--- config.mk ---
export PLATFORM = sky130hd
export DESIGN_NAME = integer_calculator_unit_top
export DESIGN_NICKNAME = d
export VERILOG_FILES = /design/src/hw/rtl/icu_pkg.sv /design/src/hw/rtl/integer_calculator_unit_top.sv /design/src/hw/rtl/icu_ctrl.sv /design/src/hw/rtl/icu_dp.sv
export SDC_FILE = /design/constraint.sdc
export NUM_CORES = 2
export LEC_CHECK = 0
export BUFFER_PORTS_ARGS = -buffer_cell sky130_fd_sc_hd__buf_2
export CORE_UTILIZATION = 55
export DETAILED_ROUTE_END_ITERATION = 8
export HOLD_SLACK_MARGIN = 0.12
export PLACE_DENSITY = 0.71
export RECOVER_POWER = 50
export SETUP_SLACK_MARGIN = 0.05
export SLEW_MARGIN = 10
export SYNTH_ARGS = -nofsm -noshare
export SYNTH_HDL_FRONTEND = slang
export SYNTH_SLANG_ARGS = --single-unit
export TNS_END_PERCENT = 5
--- constraint.sdc ---
create_clock -name clk -period 13.8 [get_ports clk]
set_clock_uncertainty 0.2 [all_clocks]
set_input_delay 0.69 -clock clk [delete_from_list [all_inputs] [get_ports clk]]
set_output_delay 0.69 -clock clk [all_outputs]
set_load 0.02 [all_outputs]
--- src/hw/rtl/icu_pkg.sv ---
// ----------------------------------------------------------------------------
// icu_pkg
// Shared types and constants for the integer calculator unit.
// ----------------------------------------------------------------------------
package icu_pkg;

  localparam logic [2:0] OP_ADD  = 3'd0;
  localparam logic [2:0] OP_SUB  = 3'd1;
  localparam logic [2:0] OP_MUL  = 3'd2;
  localparam logic [2:0] OP_DIV  = 3'd3;
  localparam logic [2:0] OP_POWA = 3'd4;
  localparam logic [2:0] OP_POWB = 3'd5;
  localparam logic [2:0] OP_FACT = 3'd6;
  localparam logic [2:0] OP_MOD  = 3'd7;

  localparam logic [3:0] ST_OK   = 4'd0;
  localparam logic [3:0] ST_OVF  = 4'd1;
  localparam logic [3:0] ST_DIV0 = 4'd2;

  typedef struct packed {
    logic [2:0]  req_type;
    logic [31:0] operand_a;
    logic [31:0] operand_b;
    logic [3:0]  status_in;
  } in_item_t;

  typedef struct packed {
    logic [31:0] result;
    logic [3:0]  status_out;
  } out_item_t;

  // controller -> datapath commands
  typedef struct packed {
    logic load;     // capture operands
    logic div_step; // one restoring divide step
    logic mul_step; // one power/factorial multiply
    logic finish;   // form the result
  } icu_cmd_t;

  // datapath -> controller status
  typedef struct packed {
    logic is_div;   // divide or modulo with nonzero divisor
    logic is_iter;  // power or factorial request
    logic div_last; // last divide step in flight
    logic mul_done; // multiply loop has ended
  } icu_sts_t;

endpackage

--- src/hw/rtl/integer_calculator_unit_top.sv ---
// Integer calculator unit: add/sub/mul/div/mod, powers and factorial.
// Sequence: load on start, decode, then restoring divide steps for
// divide/modulo (one restoring step per cycle) or a multiply loop for powers
// and factorial, then finish; add/sub/mul and divide by zero go straight to finish.
// One item at a time: busy stays high until the result strobe.
// Synchronous active-low reset idles the sequencer and drops any item in flight.
module integer_calculator_unit_top #(
  parameter int DATA_WIDTH = 32
) (
  input  logic               clk,
  input  logic               rst_n,
  input  logic               start,
  output logic               busy,
  input  icu_pkg::in_item_t  in_item,
  output logic               out_valid,
  output icu_pkg::out_item_t out_item
);

  icu_pkg::icu_cmd_t cmd;
  icu_pkg::icu_sts_t sts;

  icu_ctrl u_ctrl (
    .clk   (clk),
    .rst_n (rst_n),
    .start (start),
    .busy  (busy),
    .cmd   (cmd),
    .sts   (sts)
  );

  icu_dp #(.DATA_WIDTH(DATA_WIDTH)) u_dp (
    .clk       (clk),
    .rst_n     (rst_n),
    .in_item   (in_item),
    .cmd       (cmd),
    .sts       (sts),
    .out_valid (out_valid),
    .out_item  (out_item)
  );

endmodule

--- src/hw/rtl/icu_ctrl.sv ---
// ----------------------------------------------------------------------------
// icu_ctrl
// Sequencer: picks the path per item and steps the datapath.
// ----------------------------------------------------------------------------
module icu_ctrl (
  input  logic              clk,
  input  logic              rst_n,
  input  logic              start,
  output logic              busy,
  output icu_pkg::icu_cmd_t cmd,
  input  icu_pkg::icu_sts_t sts
);

  typedef enum logic [4:0] {
    S_IDLE = 5'b00001,
    S_DEC  = 5'b00010,
    S_DIV  = 5'b00100,
    S_MUL  = 5'b01000,
    S_FIN  = 5'b10000
  } state_t;

  state_t state_r, state_nxt;

  always_comb begin
    state_nxt = state_r;
    cmd = '0;
    unique case (state_r)
      S_IDLE: begin
        if (start) begin
          cmd.load = 1'b1;
          state_nxt = S_DEC;
        end
      end
      S_DEC: begin
        if (sts.is_div) state_nxt = S_DIV;
        else if (sts.is_iter) state_nxt = S_MUL;
        else state_nxt = S_FIN;
      end
      S_DIV: begin
        cmd.div_step = 1'b1;
        if (sts.div_last) state_nxt = S_FIN;
      end
      S_MUL: begin
        if (sts.mul_done) state_nxt = S_FIN;
        else cmd.mul_step = 1'b1;
      end
      S_FIN: begin
        cmd.finish = 1'b1;
        state_nxt = S_IDLE;
      end
      default: state_nxt = S_IDLE;
    endcase
  end

  always_ff @(posedge clk) begin
    if (!rst_n) state_r <= S_IDLE;
    else state_r <= state_nxt;
  end

  assign busy = (state_r != S_IDLE);

endmodule

--- src/hw/rtl/icu_dp.sv ---
// ----------------------------------------------------------------------------
// icu_dp
// Datapath: operand registers, serial divider, multiply loop, result.
// ----------------------------------------------------------------------------
module icu_dp #(
  parameter int DATA_WIDTH = 32
) (
  input  logic               clk,
  input  logic               rst_n,
  input  icu_pkg::in_item_t  in_item,
  input  icu_pkg::icu_cmd_t  cmd,
  output icu_pkg::icu_sts_t  sts,
  output logic               out_valid,
  output icu_pkg::out_item_t out_item
);

  localparam int CW = $clog2(DATA_WIDTH + 2);
  localparam logic [DATA_WIDTH-1:0] LIMIT = {1'b0, {(DATA_WIDTH-1){1'b1}}};

  logic [2:0]            op_r;
  logic [DATA_WIDTH-1:0] a_r, b_r;
  logic [3:0]            st_r;
  logic [DATA_WIDTH-1:0] quo_r, rem_r;
  logic [CW-1:0]         cnt_r;
  logic [DATA_WIDTH-1:0] base_r, expo_r;
  logic [DATA_WIDTH-1:0] acc_r;
  logic                  ovf_r, mdone_r;
  logic                  out_valid_r;
  icu_pkg::out_item_t    out_r;

  logic [DATA_WIDTH:0]     rem_sh;
  logic [DATA_WIDTH:0]     rem_sub;
  logic [2*DATA_WIDTH-1:0] prod;
  logic [DATA_WIDTH-1:0]   factor;
  logic [DATA_WIDTH-1:0]   res_nxt;
  logic [3:0]              st_nxt;
  logic [DATA_WIDTH-1:0]   in_a, in_b;
  logic [DATA_WIDTH-1:0]   prod_lo;
  logic [2*DATA_WIDTH-1:0] mprod;

  assign in_a = in_item.operand_a[DATA_WIDTH-1:0];
  assign in_b = in_item.operand_b[DATA_WIDTH-1:0];

  assign rem_sh  = {rem_r, quo_r[DATA_WIDTH-1]};
  assign rem_sub = rem_sh - {1'b0, b_r};

  // factorial multiplies by the running index held in expo_r
  assign factor = (op_r == icu_pkg::OP_FACT) ? expo_r : base_r;
  assign prod   = acc_r * factor;

  assign sts.is_div   = (op_r == icu_pkg::OP_DIV || op_r == icu_pkg::OP_MOD) && (b_r != '0);
  assign sts.is_iter  = (op_r == icu_pkg::OP_POWA || op_r == icu_pkg::OP_POWB ||
                         op_r == icu_pkg::OP_FACT);
  assign sts.div_last = (cnt_r == CW'(1));
  assign sts.mul_done = mdone_r;

  always_ff @(posedge clk) begin
    if (cmd.load) begin
      op_r  <= in_item.req_type;
      a_r   <= in_a;
      b_r   <= in_b;
      st_r  <= in_item.status_in;
      quo_r <= in_a;
      rem_r <= '0;
      cnt_r <= CW'(DATA_WIDTH);
      acc_r <= DATA_WIDTH'(1);
      ovf_r <= 1'b0;
      unique case (in_item.req_type)
        icu_pkg::OP_POWA: begin
          base_r  <= in_a;
          expo_r  <= in_b;
          mdone_r <= (in_b == '0) || (in_a <= DATA_WIDTH'(1));
        end
        icu_pkg::OP_POWB: begin
          base_r  <= in_b;
          expo_r  <= in_a;
          mdone_r <= (in_a == '0) || (in_b <= DATA_WIDTH'(1));
        end
        default: begin
          // factorial: expo_r counts 2..n, base_r holds n
          base_r  <= in_a;
          expo_r  <= DATA_WIDTH'(2);
          mdone_r <= (in_a < DATA_WIDTH'(2));
        end
      endcase
    end else if (cmd.div_step) begin
      if (!rem_sub[DATA_WIDTH]) begin
        rem_r <= rem_sub[DATA_WIDTH-1:0];
        quo_r <= {quo_r[DATA_WIDTH-2:0], 1'b1};
      end else begin
        rem_r <= rem_sh[DATA_WIDTH-1:0];
        quo_r <= {quo_r[DATA_WIDTH-2:0], 1'b0};
      end
      cnt_r <= cnt_r - CW'(1);
    end else if (cmd.mul_step) begin
      // acc stays below LIMIT before each step, so prod fits 2*DATA_WIDTH
      if (prod >= {{DATA_WIDTH{1'b0}}, LIMIT}) begin
        acc_r   <= LIMIT;
        ovf_r   <= 1'b1;
        mdone_r <= 1'b1;
      end else begin
        acc_r <= prod[DATA_WIDTH-1:0];
        if (op_r == icu_pkg::OP_FACT) begin
          expo_r  <= expo_r + DATA_WIDTH'(1);
          mdone_r <= (expo_r >= base_r);
        end else begin
          expo_r  <= expo_r - DATA_WIDTH'(1);
          mdone_r <= (expo_r == DATA_WIDTH'(1));
        end
      end
    end
  end

  always_comb begin
    res_nxt = '0;
    st_nxt  = st_r;
    case (op_r)
      icu_pkg::OP_ADD: res_nxt = a_r + b_r;
      icu_pkg::OP_SUB: res_nxt = a_r - b_r;
      icu_pkg::OP_MUL: res_nxt = prod_lo;
      icu_pkg::OP_DIV, icu_pkg::OP_MOD: begin
        if (b_r == '0) begin
          st_nxt = icu_pkg::ST_DIV0;
        end else begin
          res_nxt = (op_r == icu_pkg::OP_DIV) ? quo_r : rem_r;
        end
      end
      default: begin
        if (op_r == icu_pkg::OP_POWA && b_r == '0) res_nxt = DATA_WIDTH'(1);
        else if (op_r == icu_pkg::OP_POWB && a_r == '0) res_nxt = DATA_WIDTH'(1);
        else res_nxt = (base_r == '0 && op_r != icu_pkg::OP_FACT) ? '0 : acc_r;
        st_nxt = ovf_r ? icu_pkg::ST_OVF : icu_pkg::ST_OK;
      end
    endcase
  end

  // plain wrapping multiply for the mul opcode, registered from operands
  assign mprod = a_r * b_r;
  always_ff @(posedge clk) begin
    prod_lo <= mprod[DATA_WIDTH-1:0];
  end

  always_ff @(posedge clk) begin
    if (!rst_n) out_valid_r <= 1'b0;
    else out_valid_r <= cmd.finish;
    if (cmd.finish) begin
      out_r.result     <= 32'(res_nxt);
      out_r.status_out <= st_nxt;
    end
  end

  assign out_valid = out_valid_r;
  assign out_item  = out_r;

endmodule

After elaboration in Yosys (flattened, before gate mapping):

Cells that the tools add are included.

* input bits: 74
* output and inout port bits: 38
* bits in registers: 313
* word-level logic and storage cells: 119

* reductions and logical operators: 25
* mux-type cells: 40
* magnitude comparators: 5
* add/subtract/negate cells: 6
* eq/ne operators: 23
* multipliers: 2
* bitwise operators: 1

Operator list (number)
* 2-to-1 mux 32 bit: 16
* zero test 32 bit: 5
* case mux 32 bit (4 select lines): 1
* >= comparator 64 x 31 -> 1 bit (second input constant): 1
* less-or-equal comparator 32 x 1 -> 1 bit (second input constant): 2
* multiplier 32 x 32 -> 64 bit: 1
* case mux 32 bit (2 select lines): 1
* subtractor 33 x 32 -> 33 bit: 1
* adder 32 x 1 -> 32 bit (second input constant): 1
* adder 32 bit: 1
* equality test 32 x 1 -> 1 bit (second input constant): 1
* >= comparator 32 bit: 1
* less-than comparator 32 x 2 -> 1 bit (second input constant): 1
* multiplier 32 x 32 -> 32 bit: 1
* nonzero test 32 bit: 1
* subtractor 32 x 1 -> 32 bit (second input constant): 1
* subtractor 32 bit: 1
* 2-to-1 mux 5 bit: 5
* case mux 5 bit (4 select lines): 1
* equality test 3 bit (second input constant): 6
* 2-to-1 mux 1 bit: 13
* AND reduction 3 bit: 3
* case mux 4 bit (2 select lines): 1
* equality test 3 x 2 -> 1 bit (second input constant): 2
* other kinds (22): 34

Logic depth before layout (Yosys ltp):

* word-level depth: 8
* gate-level depth with buffers: 41
* gate-level depth less buffers: 33

Cells and area by module:

A second synthesis with hierarchy kept.

* cells, all modules: 7418
* area total of the unflattened synthesis: 67278.3 µm²

By module, submodules not included
* icu_dp: sequential area each 8207.9 µm², instances 1, area each 66988.0 µm², cells each 7385
* icu_ctrl: sequential area each 100.1 µm², instances 1, area each 290.3 µm², cells each 33

Least setup slack after synthesis:

OpenSTA, ideal clock, no wires.

* path type: register to register
* start: register u_dp.op_r[1]
* end: register u_dp.expo_r[0] (enable)
* library setup time: 388 ps
* path slack: 3267 ps
* buffers on the path: 7
* arrival: 9945 ps
* stages on the path, launching flop included: 38
* data required time: 13212 ps
* period minus slack after synthesis: 10533 ps
* cells stage by stage: edfxtp_1 -> clkbuf_1 -> and3b_1 -> clkbuf_1 -> clkbuf_1 -> clkbuf_1 -> nand2_1 -> o21ai_0 -> clkbuf_1 -> nand2_1 -> fa_1 -> inv_1 -> fa_1 -> fa_1 -> inv_1 -> fa_1 -> inv_1 -> fa_1 -> [... 2 more ...] -> inv_1 -> fa_1 -> inv_1 -> ha_1 -> clkbuf_1 -> nand2_1 -> o221a_2 -> o21ai_0 -> nor2_1 -> a32o_1 -> a2111oi_0 -> o2111ai_1 -> nor4_2 -> nand4_1 -> nor4_1 -> and4_1 -> buf_4 -> a21o_1

* longest elaborated chain between the ends: 6

RTL lines
* from (decl): line icu_dp.sv:20 `logic [2:0] op_r;`
* from (signal assigned): line icu_dp.sv:59 `op_r <= in_item.req_type;`
* equality test 3 bit: line icu_dp.sv:48 `assign factor = (op_r == icu_pkg::OP_FACT) ? expo_r : base_r;`
* 2-to-1 mux 32 bit: line icu_dp.sv:48
* multiplier 32 x 32 -> 64 bit: line icu_dp.sv:49 `assign prod = acc_r * factor;`
* >= comparator 64 x 31 -> 1 bit: line icu_dp.sv:97 `if (prod >= {{DATA_WIDTH{1'b0}}, LIMIT}) begin`
* != test 2 bit (no source line)
* AND reduction 3 bit (no source line)
* to (signal assigned): line icu_dp.sv:71 `expo_r <= in_b;`
* to (signal assigned): line icu_dp.sv:104 `expo_r <= expo_r + DATA_WIDTH'(1);`
* to (signal assigned): line icu_dp.sv:107 `expo_r <= expo_r - DATA_WIDTH'(1);`
* to (decl): line icu_dp.sv:25 `logic [DATA_WIDTH-1:0] base_r, expo_r;`

Every way passes these cells.
A chain may end at the register's enable or synchronous reset.

Worst setup path after layout:

* start: register u_dp.op_r[2]
* end: register u_dp.expo_r[29] (enable)

Same word-level chain as after synthesis.

==> results.json <==
{
  "status": "finished, violations left",
  "failed_checks": "capacitance limit, slew limit",
  "synth_area_sq_um": 67500,
  "die-area_sq_um": 124000,
  "r2r-start": "u_dp.op_r[2]",
  "ys_seq_area_share_pct": 12.3,
  "grt_pass1_wl_mm": 333,
  "drive_above_1_share_pct": 4.37,
  "grt_pass1_vias": 56500,
  "cts_setup_buffers": 0,
  "wl_met2_mm": 93.7,
  "area_delta_synth_final_pct": 5.21,
  "slew_violations": 435,
  "clk_pin_slew_worst_paths_ps": 60,
  "synth-seq-cells": 313,
  "htreeDepth": 2,
  "cpMostUsedCell": "fa_1",
  "drt-initial-drc-count": 5224,
  "reg2reg_to": "u_dp.expo_r[29]",
  "wl_mm": 214,
  "dr_wl_met3_mm": 24.0,
  "wl_met1_mm": 82.7,
  "root_buffer": "clkbuf_16",
  "ant_nets": 0,
  "syn_inst": 7616,
  "synth_cell_types": 82,
  "track_usage_pct": 35.2,
  "synth_top_area_share_pct": 38.7,
  "tightest_slew_ps": 4100,
  "die_w_microns": 352,
  "synth_fp_nets": 9484,
  "setup_viol": 0,
  "synthTopCellsByArea": "fa_1 39%, edfxtp_1 9.1%, ha_1 9.0%",
  "vias_per_cell": 5.88,
  "endpoint": "u_dp.expo_r[29]",
  "drt_pass1_iterations": 6,
  "syn_area_per_cell_sq_um": 8.87,
  "crit_arrival_ps": 12290,
  "cts_buffer_depth": 3,
  "cts_tree": "yes",
  "fillers": 10900,
  "antenna_found_initial": 6,
  "top_layer": "met5",
  "place_congestion": 0.992,
  "r2r_setup_slack_ps": 1560,
  "wl_per_cell_microns": 23.3,
  "start_util_pct": 55.5,
  "boundaryPins": 112,
  "drv_cap": 9,
  "nNetsFinal": 9369,
  "cpMaxStageDelayCell": "o21ai_0",
  "synth_warnings": 0,
  "fmax_mhz": 81.7,
  "ff2ff_path_depth": 30,
  "critical-path-max-stage-delay_ps": 770,
  "cts-resized-gates": 0,
  "clk_latency_ps": 650,
  "core_sq_um": 122000,
  "holdBufCountCts": 14,
  "via_count": 53900,
  "synth_ff_type": "edfxtp_1",
  "grt_start_max_net_pins": 77,
  "cp.required_ps": 13850,
  "tns_ps": 0,
  "grt_setup_unrepaired": "no",
  "yosysTopAreaCell": "fa_1",
  "cp-end-kind": "flip-flop",
  "post-route-period-util_pct": 88.7,
  "grt_overflow": 0,
  "synth_edf_count": 204,
  "critPathKind": "flip-flop to flip-flop",
  "fin_hold_ws_ps": 245,
  "num_rows": 128,
  "startpoint": "u_dp.op_r[2]",
  "synth-async-reset-ratio_pct": 0,
  "finalHoldViolations": 0,
  "worst_setup_path_start_kind": "flip-flop",
  "drc": 0,
  "port_buffers": 111,
  "crit_fanout": 32,
  "dp_hpwl_mm": 162,
  "layout_min_cycle_time_ps": 12240,
  "slew_headroom_pct": -174,
  "cts_buffers": 41,
  "min_path_type": "primary input to flip-flop",
  "clkSinkCount": 313,
  "die_h_microns": 352
}
[layout make-up]
cell class	instances	area, sq um	share of cell area, %
inverters	1506	5650	7.96
repair buffers	252	1490	2.10
diodes	4	10.0	0.0141
clock inverters	20	235	0.331
clock buffers	54	1160	1.63
multi-input cells	5387	52200	73.4
well taps	1625	2030	2.86
flip-flops and latches	313	8310	11.7
[cells in the mapped netlist (6+ instances only)]
cell type and count:
a21boi_0 8, buf_1 20, o32ai_1 6, xor2_1 66, mux2_2 63, o22ai_1 8, a2111oi_0 8, o31ai_1 23
and2_1 584, nand2b_1 35, nand4_1 41, o211ai_1 13, o21a_1 30, a31o_2 7, o21bai_1 18, nor4_1 45
a221oi_1 30, xnor2_1 172, or3_1 22, o21ai_0 217, nand3b_1 7, a21oi_1 191, a21o_1 56, mux2i_1 50
a31oi_1 44, nor2b_1 18, dfxtp_1 109, nand2_1 1323, ha_1 488, fa_1 1306, a41oi_1 8, and3_1 20
nor4b_1 6, a211o_1 6, inv_1 1505, nor2_1 197, nor3_1 61, or2_2 13, a211oi_1 21, nand3_1 89
edfxtp_1 204, clkbuf_1 382, o21ai_1 7
[worst min-delay path by stage]
| stage | startpoint | end | slack, ps | cells past startpoint |
|---|---|---|---|---|
| after floorplan | u_dp.ovf_r | u_dp.ovf_r | 230 | 2 |
| after global placement | u_dp.cnt_r[1] | u_dp.cnt_r[1] | 280 | 2 |
| after detailed placement | u_dp.cnt_r[5] | u_dp.cnt_r[5] | 290 | 2 |
| after CTS | in_item[23] | u_dp.b_r[19] | 120 | 1 |
| after global routing | in_item[24] | u_dp.b_r[20] | 230 | 1 |
| final | in_item[24] | u_dp.b_r[20] | 240 | 1 |
[registers in the layout (all words and copies together) (netlist names), 4 cells and up]
name and cells:
u_ctrl.state_r 5, u_dp.a_r 32, u_dp.acc_r 32, u_dp.b_r 32
u_dp.base_r 32, u_dp.cnt_r 6, u_dp.expo_r 32, u_dp.out_item 36
u_dp.prod_lo 32, u_dp.quo_r 32, u_dp.rem_r 32, u_dp.st_r 4
[metal layers]
layer / track usage, % / vias to the layer above
li1: - / 23200
met1: 47.3 / 27200
met2: 53.2 / 2886
met3: 8.02 / 603
met4: 18.8 / 4
met5: 0 / -
[cells in the final DEF (no fill, tap or decap), types with 20 or more instances in the layout]
cell	n
or3_1	22
clkbuf_16	43
ha_1	488
nor4_1	45
clkbuf_1	119
and3_1	20
inv_1	1505
a211oi_1	21
dfxtp_1	109
xor2_1	66
mux2_2	62
o31ai_1	23
a21o_1	56
a31oi_1	44
nor2_1	196
buf_4	119
fa_1	1306
edfxtp_1	204
mux2i_1	50
nand2b_1	35
nand4_1	41
nand3_1	88
o21ai_0	189
xnor2_1	172
nor3_1	61
a221oi_1	30
o21ai_2	29
o21a_1	30
nand2_1	1322
and2_1	581
a21oi_1	191
[worst max-delay path, delay by kind of cell, from the launching register on]
kind | cells | cell delay, ps
buffers and inverters | 5 | 1660
adder cells (fa/ha/maj) | 9 | 4470
flip-flops | 1 | 610
AND/OR/NAND/NOR | 11 | 3050
AO/OA/AOI/OAI | 5 | 1770
[cell families (layout without fill, tap and decap cells)]
group | Yosys count | after routing | synth area share [%]
XOR/XNOR | 238 | 238 | 3.09
buffers and inverters | 1916 | 1832 | 10.7
AND/OR/NAND/NOR | 2482 | 2482 | 17.2
multiplexers | 113 | 113 | 1.79
AO/OA/AOI/OAI | 760 | 760 | 7.14
flip-flops | 313 | 313 | 12.3
adder cells (fa/ha/maj) | 1794 | 1794 | 47.8
other | 0 | 4 | 0
[metrics by stage]
step | utilization, % | setup slack, ps | area (sq um) | instances
final | 58.4 | 1560 | 71000 | 9161
after global routing | 58.4 | 1080 | 71000 | 9158
after CTS | 58.5 | 1730 | 71200 | 9157
after detailed placement | 57.2 | 1770 | 69700 | 9069
after global placement | 57.2 | 2220 | 69700 | 9069
after floorplan | - | 3270 | 67500 | 7616
Power is left out: the tool's default activity adds up to more than one toggle a clock period on the data nets, which glitch-free logic cannot reach.
